`src/design/tsrr_pkg.sv`:
```
// Shared constants and types for the time-slice round-robin scheduler.
`timescale 1ns / 1ps

package tsrr_pkg;

  localparam logic [31:0] TICK_FACTOR  = 32'd3600;
  localparam logic [1:0]  SLICE_BASE   = 2'd3;
  localparam logic [15:0] RELOAD_RESET = 16'd17898;

  localparam logic ACT_TICK   = 1'b0;
  localparam logic ACT_UPDATE = 1'b1;

  typedef struct packed {
    logic found;  // an unblocked present slot was found
    logic any;    // at least one slot is present
  } pick_status_t;

endpackage

```
`src/design/timeslice_round_robin_scheduler.sv`:
```
// Top level of the time-slice round-robin scheduler.
`timescale 1ns / 1ps
// A taken input beat is held in the input register and then in the result register.
// Throughput: one item per cycle unless out_ready back-pressure stalls; the slot search is a
// combinational rotating priority encoder between the input register and the result register.
// Reset (synchronous, active high) clears all slots, the current process,
// the slice and the clock, and returns the tick reload to 17898.

module timeslice_round_robin_scheduler #(
  parameter int MAX_SLOTS = 16
) (
  input  logic        clk,
  input  logic        rst,
  input  logic        cfg_we,
  input  logic [15:0] cfg_wdata,
  input  logic        in_valid,
  output logic        in_ready,
  input  logic        action,
  input  logic        voluntary,
  input  logic [3:0]  slot,
  input  logic        slot_present,
  input  logic        slot_blocked,
  input  logic [1:0]  slot_priority,
  output logic        out_valid,
  input  logic        out_ready,
  output logic        switched,
  output logic        current_valid,
  output logic [3:0]  current_slot,
  output logic        all_blocked,
  output logic [31:0] seconds,
  output logic [31:0] second_fraction
);

  localparam int IDX_W = (MAX_SLOTS > 1) ? $clog2(MAX_SLOTS) : 1;

  // Input register.
  logic       s1_valid;
  logic       s1_action;
  logic       s1_vol;
  logic [3:0] s1_slot;
  logic       s1_present;
  logic       s1_blocked;
  logic [1:0] s1_prio;

  // Scheduler state.
  logic [MAX_SLOTS-1:0] present_mask;
  logic [MAX_SLOTS-1:0] blocked_mask;
  logic [1:0]           priority_table [MAX_SLOTS];
  logic [IDX_W-1:0]     cur_idx;
  logic                 cur_present;
  logic [1:0]           slice_left;

  logic [IDX_W-1:0]     cur_idx_next;
  logic                 cur_present_next;
  logic [1:0]           slice_left_next;
  logic                 switched_next;
  logic                 all_blocked_next;

  logic                 adv;
  logic                 fire;
  logic                 is_tick;
  logic                 slot_ok;
  logic [IDX_W-1:0]     slot_idx;
  logic [IDX_W-1:0]     pick_idx;
  tsrr_pkg::pick_status_t pick_status;
  logic [31:0]          seconds_next;
  logic [31:0]          fraction_next;

  assign adv      = !out_valid || out_ready;
  assign fire     = s1_valid && adv;
  assign in_ready = !s1_valid || adv;
  assign is_tick  = (s1_action == tsrr_pkg::ACT_TICK);
  assign slot_ok  = ({3'd0, s1_slot} < 7'(MAX_SLOTS));
  assign slot_idx = IDX_W'(s1_slot);

  always_ff @(posedge clk) begin
    if (rst) begin
      s1_valid <= 1'b0;
    end else if (in_ready) begin
      s1_valid <= in_valid;
    end
  end

  always_ff @(posedge clk) begin
    if (in_valid && in_ready) begin
      s1_action  <= action;
      s1_vol     <= voluntary;
      s1_slot    <= slot;
      s1_present <= slot_present;
      s1_blocked <= slot_blocked;
      s1_prio    <= slot_priority;
    end
  end

  tsrr_pick #(
    .MAX_SLOTS (MAX_SLOTS),
    .IDX_W     (IDX_W)
  ) u_pick (
    .present_mask (present_mask),
    .blocked_mask (blocked_mask),
    .start_valid  (cur_present),
    .start_idx    (cur_idx),
    .status       (pick_status),
    .pick_idx     (pick_idx)
  );

  tsrr_clock u_clock (
    .clk           (clk),
    .rst           (rst),
    .cfg_we        (cfg_we),
    .cfg_wdata     (cfg_wdata),
    .commit        (fire),
    .advance       (is_tick && !s1_vol),
    .seconds_next  (seconds_next),
    .fraction_next (fraction_next)
  );

  always_comb begin
    cur_idx_next     = cur_idx;
    cur_present_next = cur_present;
    slice_left_next  = slice_left;
    switched_next    = 1'b0;
    all_blocked_next = 1'b0;
    if (is_tick) begin
      if (cur_present && !s1_vol && (slice_left != 2'd0)) begin
        slice_left_next = slice_left - 2'd1;
      end else if (pick_status.found) begin
        cur_idx_next     = pick_idx;
        cur_present_next = 1'b1;
        slice_left_next  = tsrr_pkg::SLICE_BASE - priority_table[pick_idx];
        switched_next    = 1'b1;
      end else if (pick_status.any) begin
        all_blocked_next = 1'b1;
      end
    end else if (slot_ok && cur_present && (cur_idx == slot_idx) && !s1_present) begin
      // Removing the running process leaves no current process.
      cur_present_next = 1'b0;
    end
  end

  always_ff @(posedge clk) begin
    if (rst) begin
      present_mask <= '0;
      blocked_mask <= '0;
      for (int i = 0; i < MAX_SLOTS; i++) begin
        priority_table[i] <= 2'd0;
      end
      cur_idx     <= '0;
      cur_present <= 1'b0;
      slice_left  <= 2'd0;
    end else if (fire) begin
      if (!is_tick && slot_ok) begin
        present_mask[slot_idx]   <= s1_present;
        blocked_mask[slot_idx]   <= s1_blocked;
        priority_table[slot_idx] <= s1_prio;
      end
      cur_idx     <= cur_idx_next;
      cur_present <= cur_present_next;
      slice_left  <= slice_left_next;
    end
  end

  // Result register.
  always_ff @(posedge clk) begin
    if (rst) begin
      out_valid <= 1'b0;
    end else if (adv) begin
      out_valid <= s1_valid;
    end
  end

  always_ff @(posedge clk) begin
    if (fire) begin
      switched        <= switched_next;
      current_valid   <= cur_present_next;
      current_slot    <= cur_present_next ? 4'(cur_idx_next) : 4'd0;
      all_blocked     <= all_blocked_next;
      seconds         <= seconds_next;
      second_fraction <= fraction_next;
    end
  end

`ifndef SYNTHESIS
  a_switch_or_blocked: assert property (@(posedge clk) disable iff (rst)
    out_valid |-> !(switched && all_blocked))
    else $error("switched and all_blocked reported together");

  a_switch_has_current: assert property (@(posedge clk) disable iff (rst)
    out_valid && switched |-> current_valid)
    else $error("switch reported without a current process");

  a_current_is_present: assert property (@(posedge clk) disable iff (rst)
    cur_present |-> present_mask[cur_idx])
    else $error("current process sits in an empty slot");

  a_update_no_switch: assert property (@(posedge clk) disable iff (rst)
    fire && !is_tick |=> out_valid && !switched && !all_blocked)
    else $error("slot update beat reported a switch or all-blocked");

  a_idle_slot_zero: assert property (@(posedge clk) disable iff (rst)
    out_valid && !current_valid |-> current_slot == 4'd0)
    else $error("current_slot nonzero with no current process");
`endif

endmodule

```
`src/design/tsrr_pick.sv`:
```
// Rotating priority encoder that finds the next present, unblocked slot.
`timescale 1ns / 1ps

module tsrr_pick #(
  parameter int MAX_SLOTS = 16,
  parameter int IDX_W     = 4
) (
  input  logic [MAX_SLOTS-1:0] present_mask,
  input  logic [MAX_SLOTS-1:0] blocked_mask,
  input  logic                 start_valid,
  input  logic [IDX_W-1:0]     start_idx,
  output tsrr_pkg::pick_status_t status,
  output logic [IDX_W-1:0]     pick_idx
);

  logic [MAX_SLOTS-1:0] eligible;
  logic [MAX_SLOTS-1:0] upper;
  logic [IDX_W-1:0]     upper_idx;
  logic [IDX_W-1:0]     wrap_idx;

  assign eligible = present_mask & ~blocked_mask;

  // Slots after the start point; with no current process nothing is above,
  // so the search begins at slot 0.
  always_comb begin
    for (int i = 0; i < MAX_SLOTS; i++) begin
      upper[i] = eligible[i] && start_valid && (i > int'(start_idx));
    end
  end

  always_comb begin
    upper_idx = '0;
    wrap_idx  = '0;
    for (int i = MAX_SLOTS - 1; i >= 0; i--) begin
      if (upper[i]) begin
        upper_idx = IDX_W'(i);
      end
      if (eligible[i]) begin
        wrap_idx = IDX_W'(i);
      end
    end
  end

  assign pick_idx     = (|upper) ? upper_idx : wrap_idx;
  assign status.found = |eligible;
  assign status.any   = |present_mask;

endmodule

```
`src/design/tsrr_clock.sv`:
```
// Seconds clock: binary fraction of a second plus a whole-second count.
`timescale 1ns / 1ps

module tsrr_clock (
  input  logic        clk,
  input  logic        rst,
  input  logic        cfg_we,
  input  logic [15:0] cfg_wdata,
  input  logic        commit,
  input  logic        advance,
  output logic [31:0] seconds_next,
  output logic [31:0] fraction_next
);

  logic [31:0] tick_add;
  logic [31:0] seconds_count;
  logic [31:0] fraction_count;
  logic [32:0] sum;

  // The per-tick increment is formed when the reload is written, so the
  // tick path holds only the adder.
  always_ff @(posedge clk) begin
    if (rst) begin
      tick_add <= 32'(tsrr_pkg::TICK_FACTOR * {16'd0, tsrr_pkg::RELOAD_RESET});
    end else if (cfg_we) begin
      tick_add <= 32'(tsrr_pkg::TICK_FACTOR * {16'd0, cfg_wdata});
    end
  end

  assign sum = {1'b0, fraction_count} + {1'b0, tick_add};

  always_comb begin
    seconds_next  = seconds_count;
    fraction_next = fraction_count;
    if (advance) begin
      fraction_next = sum[31:0];
      seconds_next  = seconds_count + {31'd0, sum[32]};
    end
  end

  always_ff @(posedge clk) begin
    if (rst) begin
      seconds_count  <= '0;
      fraction_count <= '0;
    end else if (commit) begin
      seconds_count  <= seconds_next;
      fraction_count <= fraction_next;
    end
  end

endmodule

```
`config.mk`:
```
export PLATFORM = sky130hd
export DESIGN_NAME = timeslice_round_robin_scheduler
export DESIGN_NICKNAME = d
export VERILOG_FILES = /design/src/design/tsrr_pkg.sv /design/src/design/timeslice_round_robin_scheduler.sv /design/src/design/tsrr_pick.sv /design/src/design/tsrr_clock.sv
export SDC_FILE = /design/constraint.sdc
export NUM_CORES = 1
export LEC_CHECK = 0
export BUFFER_PORTS_ARGS = -buffer_cell sky130_fd_sc_hd__buf_2
export CAP_MARGIN = 20
export CORE_UTILIZATION = 55
export CTS_CLUSTER_DIAMETER = 40
export DETAILED_ROUTE_END_ITERATION = 6
export MAX_ROUTING_LAYER = met4
export PLACE_DENSITY = 0.76
export SETUP_SLACK_MARGIN = 0.05
export SYNTH_ARGS = -nofsm -noshare
export SYNTH_HDL_FRONTEND = slang
export SYNTH_SLANG_ARGS = --single-unit
```
`constraint.sdc`:
```
create_clock -name clk -period 4.23 [get_ports clk]
set_input_delay 0.423 -clock clk [delete_from_list [all_inputs] [get_ports clk]]
set_output_delay 0.423 -clock clk [all_outputs]
set_load 0.1 [all_outputs]
```
== Yosys cells after proc, flatten, opt, wreduce, memory -nomap -nowiden ==
Memories as Yosys holds them, arrays and structs flattened.
Cells that the tools add are included.
Word-level totals
  output and inout bits: 73
  flip-flop bits (word level): 210
  memories kept: 1
  memory bits (writable): 32
  word-level logic and storage cells: 161
  input bits: 31
Operators by class
  eq/ne operators: 1
  mux-type cells: 58
  $add $sub $neg: 4
  reduce and logical (&&, ||, !) cells: 54
  order comparisons: 17
  multipliers: 1
  bitwise gates (word level): 3
Memories
  priority_table: words 16, width 2, rd ports 1, clocked after Yosys merged registers in 0, write ports 16, RTL line timeslice_round_robin_scheduler.sv:48  | logic [1:0] priority_table [MAX_SLOTS];
Operator list (number)
  4-bit two-way mux: 36
  32-bit two-way mux: 2
  1-bit logical AND: 38
  32-bit by 28-bit adder with 33-bit output: 1
  32-bit by 1-bit adder with 32-bit output: 1
  16-bit bitwise mux: 2
  4-bit > comparator, first input constant: 8
  16-bit OR reduction: 2
  8-bit by 16-bit multiplier with 24-bit output, first input constant: 1
  18-bit OR reduction: 1
  16-bit bitwise AND: 1
  3-bit by 4-bit > comparator with 1-bit output, first input constant: 4
  16-bit NOT: 1
  15-bit OR reduction: 1
  1-bit two-way mux: 14
  2-bit by 4-bit > comparator with 1-bit output, first input constant: 2
  2-bit two-way mux: 3
  4-bit by 5-bit less-than comparator with 1-bit output, second input constant: 1
  1-bit demux with 4-bit select: 1
  4-bit equality test: 1
  4-bit by 1-bit >= comparator with 1-bit output, second input constant: 1
  1-bit by 4-bit > comparator with 1-bit output, first input constant: 1
  1-bit logical NOT: 4
  2-bit nonzero test: 2
  7 further kinds: 9

== Depth between registers and ports, before layout ==
Gate-level depths: netlist of the first run.
An unclocked memory read counts as a cell.
  depth after elaboration: 24
  mapped depth: 22
  mapped depth without buffers: 21

== Cells and area by module ==
From an unflattened synthesis of the first run, not the netlist that was laid out.
Second synthesis, totals
  cells, all modules: 1401
  area total of the unflattened synthesis: 14326.2 um^2
By module, submodules not included
  tsrr_clock: cells each 885, seq. area each 1681.6 um^2, area each 7449.6 um^2, times used 1
  timeslice_round_robin_scheduler: cells each 387, seq. area each 4214.0 um^2, area each 5993.2 um^2, times used 1
  tsrr_pick: cells each 129, seq. area each 0.0 um^2, area each 883.3 um^2, times used 1

== Worst setup path before layout of the first run ==
OpenSTA, ideal clock, no wires.
  path kind: reg2reg
  start: register u_clock.fraction_count[4]
  end: register u_clock.seconds_count[18]
  buffers on the path: 0
  stages on the path, launching flop included: 22
  slack: -0.305 ns
  period minus slack after synthesis: 4.535 ns
  data required time: 4.102 ns
  library setup time: 0.128 ns
  arrival: 4.408 ns
  cell sequence: dfxtp_1 ha_1 inv_1 fa_1 nor2b_1 o21ai_0 a21oi_1 o2111ai_1 a21oi_1 nand3_1 a31oi_1 nor3b_1 ha_1 ha_1 nand4_1 nor3_1 nand3_1 or2_2 nor3_1 nand2_1 xor2_1 nor2_1
On the way
  word-level cells in the longest chain between the ends: 3
RTL lines
  start, declared: RTL line tsrr_clock.sv:17  | logic [31:0] fraction_count;
  start signal, assigned: RTL line tsrr_clock.sv:47  | fraction_count <= fraction_next;
  32-bit by 28-bit adder with 33-bit output: RTL line tsrr_clock.sv:30  | assign sum = {1'b0, fraction_count} + {1'b0, tick_add};
  32-bit by 1-bit adder with 32-bit output: RTL line tsrr_clock.sv:37  | seconds_next = seconds_count + {31'd0, sum[32]};
  32-bit two-way mux: RTL line tsrr_clock.sv:35  | if (advance) begin
  end signal, assigned: RTL line tsrr_clock.sv:46  | seconds_count <= seconds_next;
  end, declared: RTL line tsrr_clock.sv:16  | logic [31:0] seconds_count;
Every way passes these cells.
A chain may end at the register's enable or synchronous reset.

== Worst setup path after layout of the first run ==
  start: register u_clock.tick_add[4]
  end: register u_clock.seconds_count[26]
On the way
  word-level cells in the longest chain between the ends: 3
RTL lines
  start, declared: RTL line tsrr_clock.sv:15  | logic [31:0] tick_add;
  start signal, assigned: RTL line tsrr_clock.sv:24  | tick_add <= 32'(tsrr_pkg::TICK_FACTOR * {16'd0, tsrr_pkg::RELOAD_RESET});
  start signal, assigned: RTL line tsrr_clock.sv:26  | tick_add <= 32'(tsrr_pkg::TICK_FACTOR * {16'd0, cfg_wdata});
  32-bit by 28-bit adder with 33-bit output: RTL line tsrr_clock.sv:30
  32-bit by 1-bit adder with 32-bit output: RTL line tsrr_clock.sv:37
  32-bit two-way mux: RTL line tsrr_clock.sv:35
Every way passes these cells.

==> results.cfg, run 1 <==
[power]
finalPower_uw = 7320
p_leak_uw = 0.00673
max-vdd-ir-drop_v = 0.000462
power.density_nw_per_um2 = 462

[finish]
syn2layout_area_growth_pct = 18.2
diodes = 0
final_nets = 1692
drive_gt1_share_pct = 16.8
stdcell_count = 1894

[global_routing]
grt_max_degree = 82
grt_pass1_vias = 9917
grt_pass1_wl_mm = 48.5
grt_antenna_before_repair = 0
grt_usage_pct = 25.2
overflow = 0

[drt]
viasPerCell = 5.57
detail_route.wl_per_cell_um = 15.9
remaining_drc_errors = 0
drt_first_pass_iters = 5
routed_wl_mm = 30.1
vias = 10500
detail-route-antenna-nets = 0
initialDrtViolationCount = 830

[sta]
fmax_ghz = 0.237
drv_slew = 0
period_needed_ns = 4.22
layout_setup_ws_ns = 0.0123
fin_skew_ns = 0.0217
setup_viol = 0
worst_pin_slew_ns = 0.938
rsz0062_at_grt = true
final_hold_viol_count = 0
finalCritPeriodShare_pct = 99.7
timing.hold.ws_ns = 0.0874
relSlewSlack_pct = 37.3

[run_status]
status = finished, final reports clean

[worst_setup_path]
path_max_fanout = 8
setup.worst_path.class = reg -> reg
timing.rr.start = u_clock.tick_add[4]$_SDFFE_PP0P_
rrSetupSlack_ns = 0.01
cp_data_arrival_time_ns = 4.59
startpoint_type = register
endpoint_kind = register
required_ns = 4.60
r2r_end = u_clock.seconds_count[26]$_SDFFE_PP0P_
r2r_cells = 21

[placed_design]
place_congestion = 0.930
dp_hpwl_mm = 20.7
dpl_worst_slack_ns = -0.185
place_inst = 1811
portBuffers = 99

[cts]
cts_tree = done
clock_path_buffers = 3
path_clk_slew_ns = 0.05
insertion_delay_ns = 0.51
htreeDepth = 2
cts_sinks = 234
root_buffer = clkbuf_16
hold_buffers = 0
numCtsBuffers = 36

[synth]
synthAdderAreaFrac_pct = 11.9
synth_largest_area_cell = edfxtp_1
yosys_warnings = 0
synth_seq_area_share_pct = 43.1
synth_area_leaders = edfxtp_1 24%, dfxtp_1 19%, ha_1 8.2%, nand2_1 5.4%, nor2_1 4.0%
ys.flop_type = dfxtp_1
syn_inst = 1431
avgSynthCellArea_sq_um = 9.37
ys_types = 72
synthesis.area_sq_um = 13400
synth-compound-area-share_pct = 12.1
synth_edf_count = 109
async_flop_share_pct = 0
synthSimpleGateAreaFrac_pct = 18.2
synth_mux_area_share_pct = 4.17
synth_top_area_share_pct = 24.4
ys_ff_latch = 234
synth_xor_area_share_pct = 6.07
synth_top_family_by_area = simple AND/OR/NAND/NOR gates

[floorplan]
rows = 56
core-area_sq_um = 23700
start_util_pct = 56.6
die_w_um = 158
die_h_um = 158
io_pins = 104
die_area_sq_um = 25000

[worst_hold_path]
hold_end = s1_blocked$_DFFE_PP_
min_delay_path_depth = 1
min_path_type = in -> reg
min-delay-start = slot_blocked

[job]
cap_violations = 0
## registers in the layout, indices dropped and copies added (netlist names), 2 cells and up
register	flops
blocked_mask	16
second_fraction	28
s1_prio	2
present_mask	16
priority_table	32
u_clock.fraction_count	28
seconds	32
u_clock.tick_add	24
s1_slot	4
cur_idx	4
u_clock.seconds_count	32
slice_left	2
current_slot	4
## cells in the final DEF (no fill, tap or decap), types with 27 or more instances in the layout
| cell type | count |
|---|---|
| a21oi_1 | 89 |
| buf_2 | 98 |
| buf_4 | 48 |
| clkbuf_16 | 38 |
| dfxtp_1 | 123 |
| edfxtp_1 | 109 |
| ha_1 | 85 |
| inv_1 | 67 |
| mux2i_1 | 48 |
| nand2_1 | 193 |
| nand2b_1 | 29 |
| nand3_1 | 27 |
| nor2_1 | 142 |
| o21ai_0 | 94 |
| xnor2_1 | 50 |
| xor2_1 | 42 |
## cell families (layout without fill, tap and decap cells)
group                      after synthesis  count (layout)
AOI/OAI and AO/OA                      275             275
adders and majority gates              113             113
DFF                                    234             234
xor gates and xnor gates                93              93
other                                    1               4
buffers and inverters                  140             281
muxes                                   55              55
and+or+nand+nor                        520             520
## metal layers
| metal | global-route usage [%] | up-vias | share of wire, % |
|---|---|---|---|
| met5 | - | - | 0 |
| met4 | 7.23 | 0 | 2.1 |
| met3 | 4.33 | 52 | 6.2 |
| met2 | 38.5 | 357 | 46 |
| met1 | 34.3 | 4905 | 46 |
| li1 | - | 5232 | - |
## synthesized netlist by cell type (42+ instances only)
library cell	number
nor2_1	142
dfxtp_1	125
ha_1	88
clkbuf_1	47
nand2_1	194
edfxtp_1	109
xnor2_1	51
xor2_1	42
o21ai_0	96
mux2i_1	48
a21oi_1	92
inv_1	69
## metrics by stage
stage / TNS (ns) / area (sq um) / util, %
global placement: -0.0663 / 14300 / 60.4
finish: 0 / 15900 / 66.9
detailed placement: -0.666 / 14300 / 60.4
CTS: 0 / 15600 / 66.0
floorplan: 0 / 13500 / -
global route: -4.09 / 15900 / 66.9
## worst max-delay path, cell delays in order (launching register included)
cell and delay [ns]:
dfxtp_2 0.35, ha_4 0.14, inv_2 0.04, fa_2 0.41
nor2b_4 0.14, o21ai_2 0.08, a21oi_2 0.15, o2111ai_2 0.18
a21oi_2 0.23, nand3_2 0.13, a31oi_4 0.21, nor3b_4 0.26
ha_4 0.18, ha_4 0.13, nand4_1 0.12, nor3_2 0.27
nand3_2 0.16, nor3_4 0.26, and3_4 0.29, nand3_2 0.09
xor2_1 0.21, nor2_1 0.05
## where the power goes
part / internal [uW] / switching [uW]
Combinational: 621 / 1080
Clock: 1920 / 1100
Sequential: 2510 / 95.2
Total: 5040 / 2280
## worst max path at each step
stage                                            from                                      to  cells past startpoint
4_1_cts              u_clock.tick_add[4]$_SDFFE_PP0P_  u_clock.seconds_count[25]$_SDFFE_PP0P_                     20
5_1_grt              u_clock.tick_add[4]$_SDFFE_PP0P_  u_clock.seconds_count[26]$_SDFFE_PP0P_                     21
3_3_place_gp                             cfg_wdata[1]       u_clock.tick_add[23]$_SDFFE_PP1P_                     17
2_1_floorplan  u_clock.fraction_count[4]$_SDFFE_PP0P_                   seconds[24]$_DFFE_PP_                     21
3_5_place_dp                             cfg_wdata[2]       u_clock.tick_add[23]$_SDFFE_PP1P_                     18
6_report             u_clock.tick_add[4]$_SDFFE_PP0P_  u_clock.seconds_count[26]$_SDFFE_PP0P_                     21
## what timing repair did
item                                    in CTS  in global routing
endpoints found under the setup margin      22                 31
pin swaps                                   11                 24
resized for setup                            4                 28
setup buffers                                5                 13
## cell type report
class                      count  area, sq um
multi-input combinational   1060         7290
timing repair buffer         147          862
sequential                   234         5780
clock buffer                  46         1010
inverter                      69          262
fill                        1856         7830
clock inverter                19          251
tap                          319          399
Note: power is estimated with default switching activity, not from simulation.
==> run 2, diff against run 1 <==
Settings changed: CORE_UTILIZATION 55 to 56, PLACE_DENSITY 0.76 to 0.77, SYNTH_HIERARCHICAL set to 1.
==> results.cfg, run 2 <==
[worst_setup_path]
startpoint_type = register
cp_slowest_stage_delay_ns = 0.45
required_ns = 4.59
cp_slowest_cell = o41ai_2
rrSetupSlack_ns = 0.22
path_cells = ha_1 > fa_2 > a211oi_2 > o21ai_2 > a211oi_2 > nor4b_2 > o41ai_2 > a21oi_1 > ha_2 > ha_1 > and4_1 > and3_1 > buf_4 > and3_1 > nand2_1 > xor2_1 > nor2_1
setup.worst_path.class = reg -> reg
cp_data_arrival_time_ns = 4.37
path_max_fanout = 4
timing.rr.start = u_clock/tick_add[4]$_SDFFE_PP0P_
critical_path.top_delay_family = compound AO/OA/AOI/OAI gates
r2r_end = u_clock/seconds_count[8]$_SDFFE_PP0P_
crit_buf_inv = 1
endpoint_kind = register
r2r_cells = 17

[worst_hold_path]
min_delay_path_depth = 1
hold_end = s1_blocked$_DFFE_PP_
min-delay-start = slot_blocked
min_path_type = in -> reg

[placed_design]
place_inst = 1803
place_area_sq_um = 15200
place_congestion = 0.940
portBuffers = 103
dp_hpwl_mm = 24.0
dpl_worst_slack_ns = -0.118

[drt]
detail-route-antenna-nets = 0
drt_first_pass_iters = 6
viasPerCell = 5.92
vias = 11100
routed_wl_mm = 33.2
initialDrtViolationCount = 898
detail_route.wl_per_cell_um = 17.8
remaining_drc_errors = 0

[synth]
yosysMostFrequentCell = nor2_1
ys.flop_type = dfxtp_1
avgSynthCellArea_sq_um = 10.2
ys_top_cells_by_count = 130 x nor2_1, 125 x dfxtp_1, 113 x edfxtp_1
synth_seq_area_share_pct = 41.2
async_flop_share_pct = 0
synth_top_area_share_pct = 23.7
syn_inst = 1401
synth_edf_count = 113
yosys_warnings = 6
synth_area_leaders = edfxtp_1 24%, dfxtp_1 17%, ha_1 7.7%, fa_1 3.5%, nor2_1 3.4%
ys_types = 98
ys_ff_latch = 238
synth_largest_area_cell = edfxtp_1
synthesis.area_sq_um = 14300

[sta]
setup_viol = 0
fmax_ghz = 0.249
layout_setup_ws_ns = 0.216
drv_slew = 0
relSlewSlack_pct = 32.5
period_needed_ns = 4.01
worst_pin_slew_ns = 1.01
fin_skew_ns = 0.0289
timing.setup.tns_ns = 0
final_hold_viol_count = 0
rsz0062_at_grt = false
finalCritPeriodShare_pct = 94.9

[cts]
cts_tree = done
cts_sinks = 238
htreeDepth = 2
clock_path_buffers = 3
numCtsBuffers = 36
insertion_delay_ns = 0.52
root_buffer = clkbuf_16
path_clk_slew_ns = 0.05

[job]
cap_violations = 0

[finish]
final_nets = 1655
layout_commonest_cell = nor2_1
diodes = 0
most-common-layout-cells = 129 x nor2_1, 125 x dfxtp_1, 113 x edfxtp_1, 102 x buf_2, 96 x nand2_1
design_area_sq_um = 16500
drive_gt1_share_pct = 19.6
fill_cells = 1975
syn2layout_area_growth_pct = 14.9
stdcell_count = 1868

[global_routing]
grt_pass1_vias = 10700
grt_usage_pct = 26.3
grt_pass1_wl_mm = 53.8
overflow = 0
grt_max_degree = 73
grt_antenna_before_repair = 0

[power]
finalPower_uw = 7490
max-vdd-ir-drop_v = 0.000308
p_leak_uw = 0.00687
power.density_nw_per_um2 = 455

[run_status]
status = finished, final reports clean

[floorplan]
io_pins = 104
die_h_um = 162
core-area_sq_um = 25100
die_area_sq_um = 26200
rows = 58
start_util_pct = 57.1
die_w_um = 162
run 2: changes by cell type after synthesis, sizes merged, moves of 12 or more:
cell,delta
o21ai,-57
nand4,+12
mux2,+21
a21o,+15
a31oi,+12
nand2,-95
and2,+23
a22o,+23
run 2: how the worst max path moves through the flow:
stage / from / endpoint / depth (start not counted)
after floorplan: cfg_wdata[1] / u_clock/tick_add[27]$_SDFFE_PP0P_ / 14
after global placement: cfg_wdata[1] / u_clock/tick_add[27]$_SDFFE_PP0P_ / 15
after detailed placement: cfg_wdata[2] / u_clock/tick_add[27]$_SDFFE_PP0P_ / 15
after CTS: u_clock/tick_add[4]$_SDFFE_PP0P_ / u_clock/seconds_count[22]$_SDFFE_PP0P_ / 17
after global routing: u_clock/tick_add[4]$_SDFFE_PP0P_ / u_clock/seconds_count[30]$_SDFFE_PP0P_ / 18
final: u_clock/tick_add[4]$_SDFFE_PP0P_ / u_clock/seconds_count[8]$_SDFFE_PP0P_ / 17
run 2: repair_timing:
action | CTS | global route
resized for setup | 1 | 7
gates cloned | 0 | 0
setup endpoints to repair | 1 | 37
hold buffers | 0 | 0
setup buffers | 0 | 0
pin swaps | 0 | 2
run 2: cells by family after synthesis:
logic type	share of synthesized area, %
compound gates	12.5
other cells	0.0262
simple gates	19.3
buf+inv	4.07
mux	6.11
xor+xnor	5.62
flops	41.2
fa+ha+maj	11.2
run 2: metal layers:
metal | part of all wire, % | GRT usage, % | wire length, um
met3 | 7.0 | 3.98 | 2340
met4 | 2.0 | 7.08 | 677
met5 | 0 | - | 0
met1 | 46 | 35.9 | 15200
met2 | 45 | 40.9 | 15000
run 2: cell type report:
cell class | count | area (sq um) | area share, %
clock inverters | 24 | 282 | 1.71
multi-input cells | 1033 | 7900 | 48.0
flip-flops and latches | 238 | 5900 | 35.8
inverters | 64 | 243 | 1.47
repair buffers | 138 | 781 | 4.74
clock buffers | 41 | 950 | 5.77
well taps | 330 | 413 | 2.51
run 2: stage by stage:
stage          hold WS [ns]  util, %
2_1_floorplan         0.440        -
3_3_place_gp          0.457     60.5
3_5_place_dp          0.462     60.5
4_1_cts              0.0644     65.5
5_1_grt              0.0669     65.6
6_report             0.0843     65.6
run 2: power breakdown:
part           internal, uW  leakage [uW]  switching (uW)  total, uW
combinational           663       0.00416            1170       1830
clock                  1890      0.000613            1120       3010
sequential             2550       0.00209             102       2650
